$ cat src/rtl/hlf_pkg.sv
// Shared constants, types and helper functions for the Hough line dedup filter.
package hlf_pkg;

  // Store size and field widths
  localparam int MAX_LINES = 64;
  localparam int RHO_W     = 12;
  localparam int THETA_W   = 8;
  localparam int RTOL_W    = 12;
  localparam int TTOL_W    = 8;
  localparam int OUT_CNT_W = 7;
  localparam int CNT_W     = $clog2(MAX_LINES + 1);
  localparam int IDX_W     = (MAX_LINES > 1) ? $clog2(MAX_LINES) : 1;
  localparam int RCMP_W    = (RHO_W > RTOL_W) ? RHO_W : RTOL_W;

  // Configuration port
  localparam int CFG_W     = 12;
  localparam int CFG_IDX_W = 1;

  typedef enum logic [CFG_IDX_W-1:0] {
    REG_RHO_TOL   = 1'b0,
    REG_THETA_TOL = 1'b1
  } cfg_reg_t;

  localparam logic [RTOL_W-1:0] RHO_TOL_RST   = RTOL_W'(50);
  localparam logic [TTOL_W-1:0] THETA_TOL_RST = TTOL_W'(2);

  // Query token passed from cell to cell
  typedef struct packed {
    logic                     active;
    logic                     matched;
    logic                     kept;
    logic signed [RHO_W-1:0]  rho;
    logic [THETA_W-1:0]       theta;
  } tok_t;

  // |a - b| for signed distances; fits in RHO_W bits unsigned
  function automatic logic [RHO_W-1:0] rho_dist(input logic signed [RHO_W-1:0] a,
                                                input logic signed [RHO_W-1:0] b);
    logic signed [RHO_W:0] d;
    logic        [RHO_W:0] m;
    d = $signed({a[RHO_W-1], a}) - $signed({b[RHO_W-1], b});
    m = d[RHO_W] ? (RHO_W+1)'(-d) : (RHO_W+1)'(d);
    return m[RHO_W-1:0];
  endfunction

  // |a - b| for unsigned angles; no wrap
  function automatic logic [THETA_W-1:0] theta_dist(input logic [THETA_W-1:0] a,
                                                    input logic [THETA_W-1:0] b);
    logic [THETA_W-1:0] r;
    r = (a >= b) ? (a - b) : (b - a);
    return r;
  endfunction

endpackage

$ cat src/rtl/hlf_cell.sv
// One store cell: holds a line, compares the passing token, captures new lines.
module hlf_cell
  import hlf_pkg::*;
(
  input  logic              clk,
  input  logic              rst_n,
  input  logic [IDX_W-1:0]  idx,
  input  logic [CNT_W-1:0]  count,
  input  logic [RTOL_W-1:0] rho_tol,
  input  logic [TTOL_W-1:0] theta_tol,
  input  tok_t              tok_in,
  output tok_t              tok_out
);

  logic signed [RHO_W-1:0] rho_r;
  logic [THETA_W-1:0]      theta_r;
  tok_t                    tok_r;
  tok_t                    tok_nxt;

  logic               occupied;
  logic               free_slot;
  logic [RHO_W-1:0]   d_rho;
  logic [THETA_W-1:0] d_theta;
  logic               similar;
  logic               capture;

  // Entry holds a line when its index is below the fill count
  assign occupied  = CNT_W'(idx) < count;
  assign free_slot = CNT_W'(idx) == count;

  assign d_rho   = rho_dist(tok_in.rho, rho_r);
  assign d_theta = theta_dist(tok_in.theta, theta_r);
  assign similar = occupied
                   && (RCMP_W'(d_rho) < RCMP_W'(rho_tol))
                   && (d_theta < theta_tol);

  // All occupied entries lie ahead of the first free slot
  assign capture = tok_in.active && free_slot && !tok_in.matched;

  always_comb begin
    tok_nxt = tok_in;
    if (tok_in.active && similar) begin
      tok_nxt.matched = 1'b1;
    end
    if (capture) begin
      tok_nxt.kept = 1'b1;
    end
  end

  // Token valid
  always_ff @(posedge clk) begin
    if (!rst_n) begin
      tok_r.active <= 1'b0;
    end else begin
      tok_r.active <= tok_nxt.active;
    end
  end

  // Token payload
  always_ff @(posedge clk) begin
    tok_r.matched <= tok_nxt.matched;
    tok_r.kept    <= tok_nxt.kept;
    tok_r.rho     <= tok_nxt.rho;
    tok_r.theta   <= tok_nxt.theta;
  end

  // Stored line
  always_ff @(posedge clk) begin
    if (capture) begin
      rho_r   <= tok_in.rho;
      theta_r <= tok_in.theta;
    end
  end

  assign tok_out = tok_r;

endmodule

$ cat config.mk
export PLATFORM = sky130hd
export DESIGN_NAME = hlf_cell
export DESIGN_NICKNAME = d
export VERILOG_FILES = /design/src/rtl/hlf_pkg.sv /design/src/rtl/hlf_cell.sv
export SDC_FILE = /design/constraint.sdc
export NUM_CORES = 1
export LEC_CHECK = 0
export BUFFER_PORTS_ARGS = -buffer_cell sky130_fd_sc_hd__clkbuf_2
export CAP_MARGIN = 0
export CORE_MARGIN = 4
export CORE_UTILIZATION = 43
export CTS_BUF_LIST = sky130_fd_sc_hd__clkbuf_4 sky130_fd_sc_hd__clkbuf_8 sky130_fd_sc_hd__clkbuf_16
export DETAILED_ROUTE_END_ITERATION = 12
export PLACE_DENSITY_LB_ADDON = 0.08
export SYNTH_ARGS = -nofsm -noshare
export SYNTH_HDL_FRONTEND = slang
export SYNTH_SLANG_ARGS = --single-unit
$ cat constraint.sdc
create_clock -name clk -period 11.6 [get_ports clk]
set_input_delay 2.32 -clock clk [delete_from_list [all_inputs] [get_ports clk]]
set_output_delay 2.32 -clock clk [all_outputs]
set_load 0.01 [all_outputs]
Yosys cells after proc, flatten, opt, wreduce, memory -nomap -nowiden

Index checks and enable logic that the tools add are counted.

Flip-flop bits (word level): 43
Bits of input ports: 58
Output and inout port bits: 23
Word-level logic and storage cells: 24

Add/sub/neg operators: 4
Order comparisons: 4
Eq/ne operators: 1
Mux-type cells: 2
Reduce and logical (&&, ||, !) cells: 6

Operators by type and width:

| operator            | number |
|---|---|
| $sub A8 B8 Y8       | 2 |
| $sub A12 B12 Y13    | 1 |
| $lt A12 B12 Y1      | 1 |
| $mux W12            | 1 |
| $neg A12 Y12        | 1 |
| $ge A8 B8 Y1        | 1 |
| $lt A8 B8 Y1        | 1 |
| $mux W8             | 1 |
| $eq A6 B7 Y1        | 1 |
| $lt A6 B7 Y1        | 1 |
| $logic_and A1 B1 Y1 | 5 |
| $logic_not A1 Y1    | 1 |

Logic depth before layout (Yosys ltp)

Depth after elaboration: 7
Gate-level depth with buffers: 18
Depth with buffers taken out: 18

Worst setup path before layout

OpenSTA, ideal clock, no wires.

Kind: input to register
From: input port tok_in[8] (netlist name)
To: register tok_r, in the netlist tok_out[21]
Library setup time: 101 ps
Data arrival time: 5422 ps
Data required time: 11499 ps
Path slack: 6077 ps
Stages on the path: 16
Buffers on the path: 0
Cell sequence: inv_1 > ha_1 > fa_1 > nand2b_1 > a21boi_1 > o21ai_1 > a2111oi_2 > or4b_1 > nand2_1 > xnor2_1 > ha_1 > a21oi_1 > nor2b_1 > o21ai_0 > o2111ai_1 > o41ai_1

Longest elaborated chain between the ends: 7

RTL lines:

| element                 | line           | source |
|---|---|---|
| start, declared         | hlf_cell.sv:11 | `input tok_t tok_in,` |
| $sub A12 B12 Y13 (*)    | hlf_pkg.sv:41  | `d = $signed({a[RHO_W-1], a}) - $signed({b[RHO_W-1], b});` |
| $neg A12 Y12            | hlf_pkg.sv:42  | `m = d[RHO_W] ? (RHO_W+1)'(-d) : (RHO_W+1)'(d);` |
| $mux W12 (*)            | hlf_pkg.sv:42  |  |
| $lt A12 B12 Y1 (*)      | hlf_cell.sv:34 | `&& (RCMP_W'(d_rho) < RCMP_W'(rho_tol))` |
| $logic_and A1 B1 Y1 (*) | hlf_cell.sv:34 |  |
| $logic_and A1 B1 Y1 (*) | hlf_cell.sv:35 | `&& (d_theta < theta_tol);` |
| $logic_and A1 B1 Y1 (*) | hlf_cell.sv:42 | `if (tok_in.active && similar) begin` |
| end, declared           | hlf_cell.sv:17 | `tok_t tok_r;` |

Every way passes the cells marked *; elsewhere a longest branch is shown, timed or not.
A chain may end at the register's enable or synchronous reset.

Worst setup path after layout

Same ends and word-level chain as after synthesis.

==> impl_metrics.ini <==
[worst_setup_path]
worst_path_largest_cell_delay_ns = 0.42
r2r_cells = 13
cp_common_cell = ha_1
path_class = in -> reg
critPathRequiredTime_ns = 11.79
cp_max_fo = 4
reg2reg_from = rho_r[0]
path_cells = clkbuf_2 > inv_1 > ha_1 > fa_1 > nand2b_1 > a21boi_1 > o21ai_1 > a2111oi_2 > nor4b_1 > mux2_1 > nor3_1 > ha_1 > o21ai_0 > o2111ai_1 > o41ai_1
critPathLaunchType = primary input
arrival_ns = 5.97
ff2ff_setup_slack_ns = 7.59
endpoint_kind = flop
cp_slowest_cell = nor4b_1
reg2reg_to = tok_out[21]

[clock_tree]
cts-root-buf = clkbuf_8
ctsHtreeMaxLevel = 2
clk_pin_slew_worst_paths_ns = 0.09
cts_tree = yes
hold_buffers = 0
numCtsBuffers = 5
clock_latency_ns = 0.31
cts.sinks = 43
cts_resized = 0
postCtsSetupBuffers = 0
clock_path_buffers = 2

[min_path]
min-delay-start = theta_r[7]
hold_depth = 7
min_to = tok_out[21]
hold_class = reg -> reg

[global_route]
grt_max_degree = 22
grtUsageTotal = 0.154
antenna_found_initial = 0
grt_overflow = 0
grt_pass1_wl_um = 11300
grt_pass1_vias = 2580

[yosys]
syn_avg_cell_area_sq_um = 9.36
synth_largest_area_cell = ha_1
synthTopCellsByCount = inv_1, ha_1, a21oi_1, dfxtp_1, edfxtp_1
synth_area_sq_um = 3340
yosysWarnings = 0
ys.flop_type = dfxtp_1
synth_top_area_share = 0.195
ys_seq_area_frac = 0.317
ys_top_cells_by_area = ha_1, edfxtp_1, dfxtp_1
synth_nets = 470
synth_edf_count = 20
synthCells = 357
yosysMostFrequentCell = inv_1
ys_types = 60
synth.ff_latch_count = 43
async_reset_ff_frac = 0

[finish]
n_antenna_cell = 0
final_net_count = 555
layout-drive-gt1-share = 0.244
synthToLayoutAreaGrowth_pct = 19.0

[sta]
tightest_slew_ns = 0.771
fin_crit_ns = 5.78
finalMaxSlewViolations = 0
setup_viol = 0
fin_skew_ns = 0.00617
rsz0062_at_grt = no
hold_violations = 0
tns_ns = 0
fmax_ghz = 0.173
slew-limit-headroom = 0.483
min_period_over_period = 0.498

[drt]
drt_first_pass_iters = 4
drt_iter0_markers = 55
vias_per_cell = 5.02
drt_drc_violations_left = 0
detail-route-antenna-nets = 0
routed_wirelength_um = 6930
avgRoutedWirePerCell_um = 12.8
vias = 2722

[die]
die_w_um = 96.2
start_util = 0.451
dieArea_sq_um = 9250
design.core.area_sq_um = 7410
die_y_um = 96.2
io_pins = 81
rows = 31

[placed_design]
gp_congestion = 0.899
port_buffers = 80
hpwl_um = 5670

[power_and_ir_drop]
p_per_area_nw_per_um2 = 95.6
p_total_uw = 380
ir_worst_vdd_uv = 50.5
power.leakage_uw = 0.00198

[run_status]
status = completed

[job]
drv_cap = 0
-- power by group --
group | switching, uW | leakage (uW) | total [uW] | internal [uW]
clock | 58.3 | 0.0000530 | 115 | 56.3
sequential | 1.04 | 0.000374 | 164 | 163
combinational | 54.2 | 0.00156 | 102 | 47.3
-- worst max-delay path: cells and delay by family --
kind | cells | cell delay (ns)
compound gates | 6 | 1.37
fa+ha+maj | 3 | 0.91
buf+inv | 2 | 0.14
mux | 1 | 0.36
simple gates | 3 | 0.87
-- final cells by class --
type | count | area [sq um]
clock buffers | 6 | 93.8
clock inverters | 2 | 16.3
fillers | 708 | 3430
inverters | 61 | 229
multi-input cells | 250 | 2040
flip-flops and latches | 43 | 1060
well taps | 99 | 124
repair buffers | 81 | 408
-- cell usage in the layout, fill, tap and decap left out, types with 4 or more instances in the layout --
master    count
nor3_1        8
ha_1         52
clkbuf_8      5
nand2_1      13
clkbuf_2     80
and2_1        4
o21a_1        7
o21ai_0      11
o21ai_1       5
a21o_1        8
xor2_1        4
inv_1        61
mux2i_1       4
nor2_1       14
xnor2_1      14
or2_2         4
a21oi_1      24
dfxtp_1      23
nand2b_1      4
nor2b_1       9
nand3_1       6
edfxtp_1     20
-- metal layers --
layer / global-route usage / part of all wire
met5: 0 / 0
met4: 0.0355 / 0.0089
met3: 0.0266 / 0.044
met2: 0.267 / 0.49
met1: 0.198 / 0.45
-- flip-flops by register name, summed over array words and instances, names as in the netlist --
name,count
rho_r,12
theta_r,8
tok_out,23
-- through the flow --
step,util,instance area [sq um],std cells,hold WS [ns],setup slack [ns]
6_report,0.537,3980,542,1.14,5.82
5_1_grt,0.537,3980,542,1.26,5.43
4_1_cts,0.537,3980,542,1.16,5.79
3_5_place_dp,0.522,3870,534,1.13,5.47
3_3_place_gp,0.522,3870,534,1.10,5.65
2_1_floorplan,-,3340,357,0.994,6.08
-- how the worst max path moves through the flow --
stage | to | slack, ns | startpoint | cells after the start
detailed placement | tok_out[21] | 5.47 | tok_in[8] | 15
finish | tok_out[21] | 5.82 | tok_in[8] | 15
global placement | tok_out[21] | 5.65 | tok_in[8] | 14
floorplan | tok_out[21] | 6.08 | tok_in[8] | 16
CTS | tok_out[21] | 5.79 | tok_in[8] | 15
global route | tok_out[21] | 5.43 | tok_in[8] | 15
-- cell families (layout without fill, tap and decap cells) --
group / after synthesis / count (layout) / synth area share
multiplexers: 7 / 7 / 0.0221
AO/OA/AOI/OAI: 88 / 88 / 0.185
buffers and inverters: 64 / 150 / 0.0726
flip-flops: 43 / 43 / 0.317
adder cells (fa/ha/maj): 55 / 55 / 0.213
XOR/XNOR: 19 / 19 / 0.0520
AND/OR/NAND/NOR: 81 / 81 / 0.138
(Power assumes the default switching activity.)
